===== src/sv/bppm_pkg.sv =====
`timescale 1ns / 1ps
`default_nettype none

package bppm_pkg;

  localparam int NUM_SLOTS = 8;
  localparam int IDX_W = $clog2(NUM_SLOTS);
  localparam int AVAIL_W = $clog2(NUM_SLOTS + 1);

  localparam logic [7:0] PIN_MAX = 8'd255;

  localparam logic OP_PIN = 1'b0;
  localparam logic OP_UNPIN = 1'b1;

  localparam logic [2:0] ST_HIT = 3'd0;
  localparam logic [2:0] ST_ASSIGNED = 3'd1;
  localparam logic [2:0] ST_NOFREE = 3'd2;
  localparam logic [2:0] ST_UNPIN_OK = 3'd3;
  localparam logic [2:0] ST_UNPIN_BAD = 3'd4;
  localparam logic [2:0] ST_FULL = 3'd5;

  typedef enum logic [1:0] {
    S_IDLE,
    S_UNPIN,
    S_MATCH,
    S_FREE
  } state_t;

endpackage

`default_nettype wire


===== src/sv/bppm_if.sv =====
`timescale 1ns / 1ps
`default_nettype none

interface bppm_req_if;
  logic        valid;
  logic        ready;
  logic        opcode;
  logic [15:0] file_id;
  logic [31:0] block_num;
  logic [2:0]  slot;

  modport source(output valid, output opcode, output file_id, output block_num,
                 output slot, input ready);
  modport sink(input valid, input opcode, input file_id, input block_num,
               input slot, output ready);
endinterface

interface bppm_rsp_if;
  logic        valid;
  logic        ready;
  logic [2:0]  status;
  logic [2:0]  slot_out;
  logic        evicted;
  logic [15:0] evicted_file;
  logic [31:0] evicted_block;
  logic [3:0]  available;

  modport source(output valid, output status, output slot_out, output evicted,
                 output evicted_file, output evicted_block, output available,
                 input ready);
  modport sink(input valid, input status, input slot_out, input evicted,
               input evicted_file, input evicted_block, input available,
               output ready);
endinterface

`default_nettype wire


===== src/sv/buffer_pool_pin_manager.sv =====
`timescale 1ns / 1ps
`default_nettype none

// Buffer pool pin manager for eight slots. Each request transfer on req gives exactly
// one response transfer on rsp. One key comparator and one pin-count test are shared
// and stepped over the slots, one slot per cycle: an unpin tests only the named slot,
// a pin that hits slot k stops there, and a pin that misses searches all eight keys
// and then the slots from 0 up to reach the lowest unpinned slot, or reports no free
// slot when every slot is pinned. The block returns to idle to take the next
// request. The response sits in an output register, so the next request is taken
// while a response still waits; a finished item waits only if that register is
// still full.
module buffer_pool_pin_manager (
  input wire logic     clk,
  input wire logic     rst,
  bppm_req_if.sink     req,
  bppm_rsp_if.source   rsp
);

  bppm_pkg::state_t state, state_next;
  logic [bppm_pkg::IDX_W-1:0] idx, idx_next;

  logic [15:0] file_reg;
  logic [31:0] block_reg;
  logic [2:0]  slot_reg;

  logic [bppm_pkg::NUM_SLOTS-1:0] slot_valid;
  logic [15:0] slot_file [bppm_pkg::NUM_SLOTS];
  logic [31:0] slot_block [bppm_pkg::NUM_SLOTS];
  logic [7:0]  pin_count [bppm_pkg::NUM_SLOTS];
  logic [bppm_pkg::AVAIL_W-1:0] avail_count, avail_next;

  logic        out_valid;
  logic [2:0]  out_status;
  logic [2:0]  out_slot;
  logic        out_ev;
  logic [15:0] out_ef;
  logic [31:0] out_eb;
  logic [3:0]  out_avail;

  logic        out_free;
  logic        last;
  logic        key_hit;
  logic        slot_bad;
  logic [7:0]  cnt_cur;
  logic        fin;
  logic        upd_pin;
  logic [7:0]  pin_new;
  logic        set_key;
  logic [2:0]  res_status;
  logic [2:0]  res_slot;
  logic        res_ev;
  logic [15:0] res_ef;
  logic [31:0] res_eb;

  assign out_free = !out_valid || rsp.ready;
  assign last = (idx == bppm_pkg::IDX_W'(bppm_pkg::NUM_SLOTS - 1));
  assign cnt_cur = pin_count[idx];
  assign key_hit = slot_valid[idx] && (slot_file[idx] == file_reg) &&
                   (slot_block[idx] == block_reg);
  assign slot_bad = ({1'b0, slot_reg} >= 4'(bppm_pkg::NUM_SLOTS));

  always_comb begin
    state_next = state;
    idx_next = idx;
    avail_next = avail_count;
    fin = 1'b0;
    upd_pin = 1'b0;
    pin_new = cnt_cur;
    set_key = 1'b0;
    res_status = bppm_pkg::ST_HIT;
    res_slot = 3'd0;
    res_ev = 1'b0;
    res_ef = 16'd0;
    res_eb = 32'd0;
    req.ready = 1'b0;
    case (state)
      bppm_pkg::S_IDLE: begin
        req.ready = 1'b1;
        if (req.valid) begin
          if (req.opcode == bppm_pkg::OP_UNPIN) begin
            state_next = bppm_pkg::S_UNPIN;
            idx_next = req.slot[bppm_pkg::IDX_W-1:0];
          end else begin
            state_next = bppm_pkg::S_MATCH;
            idx_next = '0;
          end
        end
      end
      bppm_pkg::S_UNPIN: begin
        res_slot = slot_reg;
        if (out_free) begin
          fin = 1'b1;
          state_next = bppm_pkg::S_IDLE;
          if (slot_bad || cnt_cur == 8'd0) begin
            res_status = bppm_pkg::ST_UNPIN_BAD;
          end else begin
            res_status = bppm_pkg::ST_UNPIN_OK;
            upd_pin = 1'b1;
            pin_new = cnt_cur - 8'd1;
            if (cnt_cur == 8'd1) begin
              avail_next = avail_count + 1'b1;
            end
          end
        end
      end
      bppm_pkg::S_MATCH: begin
        res_slot = 3'(idx);
        if (key_hit) begin
          if (out_free) begin
            fin = 1'b1;
            state_next = bppm_pkg::S_IDLE;
            if (cnt_cur == bppm_pkg::PIN_MAX) begin
              res_status = bppm_pkg::ST_FULL;
            end else begin
              res_status = bppm_pkg::ST_HIT;
              upd_pin = 1'b1;
              pin_new = cnt_cur + 8'd1;
              if (cnt_cur == 8'd0 && avail_count != '0) begin
                avail_next = avail_count - 1'b1;
              end
            end
          end
        end else if (last) begin
          idx_next = '0;
          state_next = bppm_pkg::S_FREE;
        end else begin
          idx_next = idx + 1'b1;
        end
      end
      bppm_pkg::S_FREE: begin
        if (cnt_cur == 8'd0) begin
          res_status = bppm_pkg::ST_ASSIGNED;
          res_slot = 3'(idx);
          res_ev = slot_valid[idx];
          res_ef = slot_valid[idx] ? slot_file[idx] : 16'd0;
          res_eb = slot_valid[idx] ? slot_block[idx] : 32'd0;
          if (out_free) begin
            fin = 1'b1;
            state_next = bppm_pkg::S_IDLE;
            set_key = 1'b1;
            upd_pin = 1'b1;
            pin_new = 8'd1;
            if (avail_count != '0) begin
              avail_next = avail_count - 1'b1;
            end
          end
        end else if (last) begin
          res_status = bppm_pkg::ST_NOFREE;
          if (out_free) begin
            fin = 1'b1;
            state_next = bppm_pkg::S_IDLE;
          end
        end else begin
          idx_next = idx + 1'b1;
        end
      end
      default: begin
        state_next = bppm_pkg::S_IDLE;
      end
    endcase
  end

  always_ff @(posedge clk) begin
    if (rst) begin
      state <= bppm_pkg::S_IDLE;
      idx <= '0;
      slot_valid <= '0;
      avail_count <= bppm_pkg::AVAIL_W'(bppm_pkg::NUM_SLOTS);
      out_valid <= 1'b0;
      for (int i = 0; i < bppm_pkg::NUM_SLOTS; i++) begin
        pin_count[i] <= 8'd0;
      end
    end else begin
      state <= state_next;
      idx <= idx_next;
      avail_count <= avail_next;
      if (upd_pin) begin
        pin_count[idx] <= pin_new;
      end
      if (set_key) begin
        slot_valid[idx] <= 1'b1;
      end
      if (fin) begin
        out_valid <= 1'b1;
      end else if (rsp.ready) begin
        out_valid <= 1'b0;
      end
    end
  end

  always_ff @(posedge clk) begin
    if (req.valid && req.ready) begin
      file_reg <= req.file_id;
      block_reg <= req.block_num;
      slot_reg <= req.slot;
    end
    if (set_key) begin
      slot_file[idx] <= file_reg;
      slot_block[idx] <= block_reg;
    end
    if (fin) begin
      out_status <= res_status;
      out_slot <= res_slot;
      out_ev <= res_ev;
      out_ef <= res_ef;
      out_eb <= res_eb;
      out_avail <= 4'(avail_next);
    end
  end

  assign rsp.valid = out_valid;
  assign rsp.status = out_status;
  assign rsp.slot_out = out_slot;
  assign rsp.evicted = out_ev;
  assign rsp.evicted_file = out_ef;
  assign rsp.evicted_block = out_eb;
  assign rsp.available = out_avail;

  logic [bppm_pkg::NUM_SLOTS-1:0] pin_zero;

  always_comb begin
    for (int i = 0; i < bppm_pkg::NUM_SLOTS; i++) begin
      pin_zero[i] = (pin_count[i] == 8'd0);
    end
  end

`ifndef ASSERT_OFF
  // The running count must track the number of slots with no pins.
  a_avail_matches: assert property (@(posedge clk) disable iff (rst)
    32'(avail_count) == $countones(pin_zero))
    else $error("available count differs from unpinned slot count");

  // A fresh hit response names a slot that now holds at least one pin.
  a_hit_pinned: assert property (@(posedge clk) disable iff (rst)
    $rose(out_valid) && out_status == bppm_pkg::ST_HIT |-> pin_count[out_slot] != 8'd0)
    else $error("pin hit left slot unpinned");

  // No free slot is reported only when every slot is pinned.
  a_nofree_all_pinned: assert property (@(posedge clk) disable iff (rst)
    $rose(out_valid) && out_status == bppm_pkg::ST_NOFREE |-> pin_zero == '0)
    else $error("no free slot reported while a slot is unpinned");

  // An assigned slot becomes valid with the new key.
  a_assign_key: assert property (@(posedge clk) disable iff (rst)
    set_key |=> slot_valid[$past(idx)] && slot_file[$past(idx)] == $past(file_reg))
    else $error("assigned slot does not hold the new key");
`endif

endmodule

`default_nettype wire

===== src/flat_wrapper.sv =====
// flat-port wrapper written by rule: the top's interface ports become plain ports
module buffer_pool_pin_manager_flat 
  (clk, rst, req_valid, req_opcode, req_file_id, req_block_num, req_slot, req_ready, rsp_valid, rsp_status, rsp_slot_out, rsp_evicted, rsp_evicted_file, rsp_evicted_block, rsp_available, rsp_ready);
  bppm_req_if req_i ();
  bppm_rsp_if rsp_i ();
  input wire logic clk;
  input wire logic rst;
  input wire logic [$bits(req_i.valid)-1:0] req_valid;
  input wire logic [$bits(req_i.opcode)-1:0] req_opcode;
  input wire logic [$bits(req_i.file_id)-1:0] req_file_id;
  input wire logic [$bits(req_i.block_num)-1:0] req_block_num;
  input wire logic [$bits(req_i.slot)-1:0] req_slot;
  output wire logic [$bits(req_i.ready)-1:0] req_ready;
  output wire logic [$bits(rsp_i.valid)-1:0] rsp_valid;
  output wire logic [$bits(rsp_i.status)-1:0] rsp_status;
  output wire logic [$bits(rsp_i.slot_out)-1:0] rsp_slot_out;
  output wire logic [$bits(rsp_i.evicted)-1:0] rsp_evicted;
  output wire logic [$bits(rsp_i.evicted_file)-1:0] rsp_evicted_file;
  output wire logic [$bits(rsp_i.evicted_block)-1:0] rsp_evicted_block;
  output wire logic [$bits(rsp_i.available)-1:0] rsp_available;
  input wire logic [$bits(rsp_i.ready)-1:0] rsp_ready;
  assign req_i.valid = req_valid;
  assign req_i.opcode = req_opcode;
  assign req_i.file_id = req_file_id;
  assign req_i.block_num = req_block_num;
  assign req_i.slot = req_slot;
  assign req_ready = req_i.ready;
  assign rsp_valid = rsp_i.valid;
  assign rsp_status = rsp_i.status;
  assign rsp_slot_out = rsp_i.slot_out;
  assign rsp_evicted = rsp_i.evicted;
  assign rsp_evicted_file = rsp_i.evicted_file;
  assign rsp_evicted_block = rsp_i.evicted_block;
  assign rsp_available = rsp_i.available;
  assign rsp_i.ready = rsp_ready;
  buffer_pool_pin_manager u_core (.clk(clk), .rst(rst), .req(req_i), .rsp(rsp_i));
endmodule

===== config.mk =====
export PLATFORM = sky130hd
export DESIGN_NAME = buffer_pool_pin_manager_flat
export DESIGN_NICKNAME = d
export VERILOG_FILES = /design/src/sv/bppm_pkg.sv /design/src/sv/bppm_if.sv /design/src/sv/buffer_pool_pin_manager.sv /design/src/flat_wrapper.sv
export SDC_FILE = /design/constraint.sdc
export NUM_CORES = 1
export LEC_CHECK = 0
export ABC_AREA = 1
export BUFFER_PORTS_ARGS = -buffer_cell sky130_fd_sc_hd__buf_2
export CAP_MARGIN = 20
export CORE_MARGIN = 2
export CORE_UTILIZATION = 62
export CTS_BUF_LIST = sky130_fd_sc_hd__clkbuf_16
export CTS_CLUSTER_SIZE = 24
export DETAILED_ROUTE_END_ITERATION = 8
export PLACE_DENSITY = 0.83
export SYNTH_ARGS = -nofsm -noshare
export SYNTH_HDL_FRONTEND = slang
export SYNTH_SLANG_ARGS = --single-unit

===== constraint.sdc =====
create_clock -name clk -period 7.7 [get_ports clk]
set_input_delay 1.155 -clock clk [delete_from_list [all_inputs] [get_ports clk]]
set_output_delay 1.155 -clock clk [all_outputs]
set_load 0.01 [all_outputs]

[Word-level counts from Yosys, hierarchy flattened]
Memories as Yosys holds them, arrays and structs flattened. A register that Yosys moved wholly into a read port is not among the register bits.
Index checks and enable logic that the tools add are counted.
Storage, ports and cells
  memories: 3
  output and inout bits: 61
  memory bits (writable): 448
  word-level logic and storage cells: 136
  register bits: 128
  bits of input ports: 56
Memory list
  u_core.slot_block: words 8, bits a word 32, rd ports 1, clocked after Yosys merged registers in 1, write ports 1, line buffer_pool_pin_manager.sv:29  | logic [31:0] slot_block [bppm_pkg::NUM_SLOTS];
  u_core.slot_file: words 8, bits a word 16, rd ports 1, clocked after Yosys merged registers in 1, write ports 1, line buffer_pool_pin_manager.sv:28  | logic [15:0] slot_file [bppm_pkg::NUM_SLOTS];
  u_core.pin_count: words 8, bits a word 8, rd ports 1, clocked after Yosys merged registers in 1, write ports 8, line buffer_pool_pin_manager.sv:30  | logic [7:0] pin_count [bppm_pkg::NUM_SLOTS];
Operators by class
  mux-type cells: 80
  reductions and logical operators: 17
  bitwise operators: 1
  add/sub/neg operators: 5
  magnitude comparators: 2
  eq/ne operators: 14
Operators by type and width (number)
  $mux 8: 8
  $mux 3: 20
  $mux 4: 10
  $eq 32x32->1: 1
  $pmux 3 s3: 3
  $mux 1: 24
  $pmux 8 s3: 1
  $eq 16x16->1: 1
  $mux 2: 8
  $pmux 4 s3: 1
  $add 8x1->8 const B: 1
  $eq 8x1->1 const B: 1
  $eq 8x8->1 const B: 1
  $logic_not 8->1: 1
  $ne 2x2->1 const B: 4
  $or 8x8->8: 1
  $pmux 2 s4: 1
  $reduce_or 8->1: 1
  $sub 8x1->8 const B: 1
  $ne 3x1->1 const B: 2
  $pmux 1 s3: 2
  $reduce_and 3->1: 2
  $logic_and 1x1->1: 5
  $reduce_and 5->1: 1
  17 further kinds: 18

[Longest topological paths before layout]
  depth in word-level cells: 11
  mapped depth: 24
  depth with buffers taken out: 21

[Worst setup path after synthesis]
No wires, ideal clock.
  kind: register -> register
  start point: register (tool-made name)
  end point: register u_core.out_avail[0], in the netlist u_core.rsp.available[0], enable pin
  path buffers: 3
  stages on the path, launching flop included: 18
  path slack: 2.285 ns
  required time: 7.203 ns
  arrival: 4.919 ns
  library setup time: 0.497 ns
  clock period less this slack: 5.415 ns
  path through: dfxtp_1 > buf_6 > buf_4 > buf_4 > nor2_1 > nor2_1 > o21ai_0 > o21ai_0 > o21ai_1 > ha_1 > inv_1 > nor2_2 > nand2_2 > nor2_2 > inv_2 > nand3_1 > inv_1 > a21oi_1
RTL lines
  end signal: assignment: line buffer_pool_pin_manager.sv:208  | out_avail <= 4'(avail_next);
  end: declaration: line buffer_pool_pin_manager.sv:39  | logic [3:0] out_avail;

==> run_results.csv <==
group,metric,value,unit
drt,via_per_inst,5.87,
global_routing,grt_start_max_net_pins,254,
critical_path,cp_max_fo,253,
synth,synth_seq_cells,579,
global_routing,antenna_found_initial,0,
timing,drv_slew,46,
synth,syn_area_per_cell,9.66,µm²
drt,drc_errors,0,
drt,dr_wl_met2,34000,µm
timing,fin_crit,5.20,ns
synth,synthXorXnorAreaFrac,0.00230,
status,status,"finished, violations left",
drt,wl_per_cell,20.8,µm
timing,tightest_slew,1.51,ns
clock_network,cts_tree,"done",
critical_path,worstPathRequired,7.95,ns
timing,whs,0.464,ns
drt,drt-initial-drc-count,2962,
timing,period_share,0.675,
synth,yosys.area_share.simple,0.258,
critical_path,critPathMaxStageDelay,0.83,ns
timing,hold_viol,0,
timing,fin_worst_skew,0.0160,ns
run,maxCapViolations,0,
clock_network,cts_buffers,57,
clock_network,clock_latency,0.63,ns
cells_and_area,reg_top3,"u_core.slot_block: 256 flops, u_core.slot_file: 128 flops, u_core.pin_count: 64 flops",
drt,postRouteAntennaNets,0,
synth,syn_inst,2762,
hold_path,holdPathStages,2,
clock_network,cts_hold_buf,0,
timing,rsz0062_at_grt,"no",
floorplan,row_count,76,
drt,dr.pass1.iters,7,
global_routing,grt_pass1_wl,108000,µm
critical_path,r2r_cells,16,
global_routing,grt_pass1_vias,19700,
floorplan,ios,117,
cells_and_area,drive_above_1_share,0.0981,
status,violations,"max-slew violations",
cells_and_area,instances_no_fill,3451,
critical_path,cp-start-kind,"flip-flop",
clock_network,clk_pin_slew,0.06,ns
place,dpl.cell_count,3344,
clock_network,htree_levels,2,
place,dp.final_hpwl,43600,µm
clock_network,root_buffer,"clkbuf_16",
synth,ys_seq_area_frac,0.644,
hold_path,hold_path.class,"flip-flop to flip-flop",
critical_path,path_buf_inv,2,
power_and_ir_drop,peakVddDrop,0.332,mV
hold_path,min_delay_worst_endpoint,"u_core.slot_valid[4]",
clock_network,postCtsSetupBuffers,0,
floorplan,die-area,44700,µm²
cells_and_area,syn2layout_area_growth,9.91,%
power_and_ir_drop,total_power,9950,µW
timing,max-slew-margin-rel,-0.00890,
cells_and_area,antennaDiodeCount,0,
clock_network,cts.sinks,579,
critical_path,r2r_end,"u_core.rsp.evicted_file[8]",
timing,setup_tns,0,ns
cells_and_area,nets,2921,
synth,ys_warn_count,0,
critical_path,critPathMostFrequentCell,"nand2_1",
synth,syn-num-nets,2825,
hold_path,hold_start,"u_core.slot_valid[4]",
synth,synthMuxAreaShare,0,
drt,wl,71700,µm
floorplan,start_util,0.624,
critical_path,cp-end-kind,"flip-flop",
cells_and_area,mostFrequentLayoutCells,"nand2_1 (915), edfxtp_1 (558), nor2_1 (361), inv_1 (296), nand3_1 (258)",
drt,top_layer,"met4",
floorplan,fp.dieW,211,µm
clock_network,post_cts_resize_count,0,
critical_path,path_class,"flip-flop to flip-flop",
cells_and_area,final_common_cell,"nand2_1",
synth,synth_fa_ha_area_frac,0.00328,
place,io_buffers,116,
drt,wl_met1,26700,µm
drt,dr_wl_met3,7880,µm
global_routing,grt.overflow.total,0,
drt,num_vias,20300,
cells_and_area,largest_reg_flops,256,
synth,synth.distinct_cells,43,
floorplan,fp.coreArea,42800,µm²
critical_path,critPathArrivalTime,5.45,ns
critical_path,crit_family,"simple AND/OR/NAND/NOR gates",
timing,clock.fmax,192,MHz
synth,synth-compound-area-share,0.0256,
timing,setup_viol,0,
synth,synth_area,26700,µm²
critical_path,r2r_setup_slack,2.50,ns
place,place_area,27500,µm²
power_and_ir_drop,power_density,339,nW/µm²
critical_path,cpMaxStageDelayCell,"a21oi_4",
place,place_congestion,0.954,
synth,synth_top_family_by_area,"simple AND/OR/NAND/NOR gates",
power_and_ir_drop,p_leak,0.0125,µW
critical_path,worstPathCellList,"buf_12 > nor2_1 > nor2_1 > o21ai_0 > nand2_1 > nand2_1 > nand2_1 > nand2_1 > nand2_1 > nand2_1 > nor2_1 > nand3_1 > nor2_1 > nand3_1 > a21oi_4 > buf_4",
cells_and_area,fin_area,29300,µm²
global_routing,grt_usage,0.321,
floorplan,die_h,211,µm
clock_network,cts_buffer_depth,3,
cells_and_area,largest_register,"u_core.slot_block",
==> area by class of cell <==
| type | instances | area, µm² |
|---|---|---|
| clock buffers | 57 | 1430 |
| clock inverters | 49 | 357 |
| fillers | 3114 | 13500 |
| inverters | 303 | 1150 |
| multi-input cells | 1778 | 7740 |
| flip-flops and latches | 579 | 17200 |
| well taps | 546 | 683 |
| repair buffers | 139 | 786 |
==> cells by family (layout without fill, tap and decap cells) <==
family / Yosys count / after routing
simple gates: 1636 / 1636
flops: 579 / 579
buf+inv: 405 / 548
compound gates: 128 / 128
fa+ha+maj: 7 / 7
xor+xnor: 7 / 7
==> worst min-delay path: cells and delay by family, from the launching register on <==
kind / cells / cell delay [ns]
buf+inv: 1 / 0.06
compound gates: 1 / 0.06
flops: 1 / 0.30
==> how the worst max path moves through the flow <==
| stage | endpoint | cells past startpoint |
|---|---|---|
| 6_report | u_core.rsp.evicted_file[8] | 16 |
| 5_1_grt | u_core.rsp.evicted_file[8] | 17 |
| 4_1_cts | u_core.rsp.evicted_file[8] | 17 |
| 3_5_place_dp | u_core.rsp.evicted_block[23] | 17 |
| 3_3_place_gp | u_core.rsp.evicted_block[23] | 17 |
| 2_1_floorplan | u_core.rsp.available[0] | 17 |
==> cell usage after synthesis (all sizes together) <==
| master | n | area share |
|---|---|---|
| nand2 | 928 | 0.13 |
| edfxtp | 558 | 0.63 |
| nor2 | 378 | 0.056 |
| inv | 301 | 0.042 |
| nand3 | 266 | 0.054 |
| buf | 87 | 0.022 |
| o21ai | 85 | 0.016 |
| nand3b | 36 | 0.010 |
| a21oi | 32 | 0.0060 |
| dfxtp | 21 | 0.016 |
| clkbuf | 15 | 0.0021 |
| nor3 | 14 | 0.0028 |
| nand4 | 13 | 0.0033 |
| ha | 7 | 0.0033 |
| xor2 | 6 | 0.0020 |
| a31oi | 2 | 0.00047 |
| a32o | 2 | 0.00075 |
| clkinv | 2 | 0.00028 |
| o22ai | 2 | 0.00047 |
| a22o | 1 | 0.00033 |
| and3 | 1 | 0.00023 |
| o211ai | 1 | 0.00028 |
| o21a | 1 | 0.00028 |
| o21bai | 1 | 0.00042 |
| o221ai | 1 | 0.00033 |
| xnor2 | 1 | 0.00033 |
==> through the flow <==
| stage | util | setup slack (ns) |
|---|---|---|
| detailed placement | 0.643 | 2.66 |
| global route | 0.685 | 2.30 |
| CTS | 0.685 | 2.61 |
| floorplan | - | 2.28 |
| global placement | 0.643 | 2.85 |
| finish | 0.685 | 2.50 |
==> layer usage <==
metal  GRT usage  vias up
met3      0.0669      231
met5           0        -
met4       0.141        0
met1       0.421     9432
met2       0.522     1365
li1            -     9226
==> report_power, final <==
part	switching [µW]	internal, µW
Clock	1200	1480
Combinational	2460	870
Sequential	209	3730
Power figures use the tool's default switching activity.
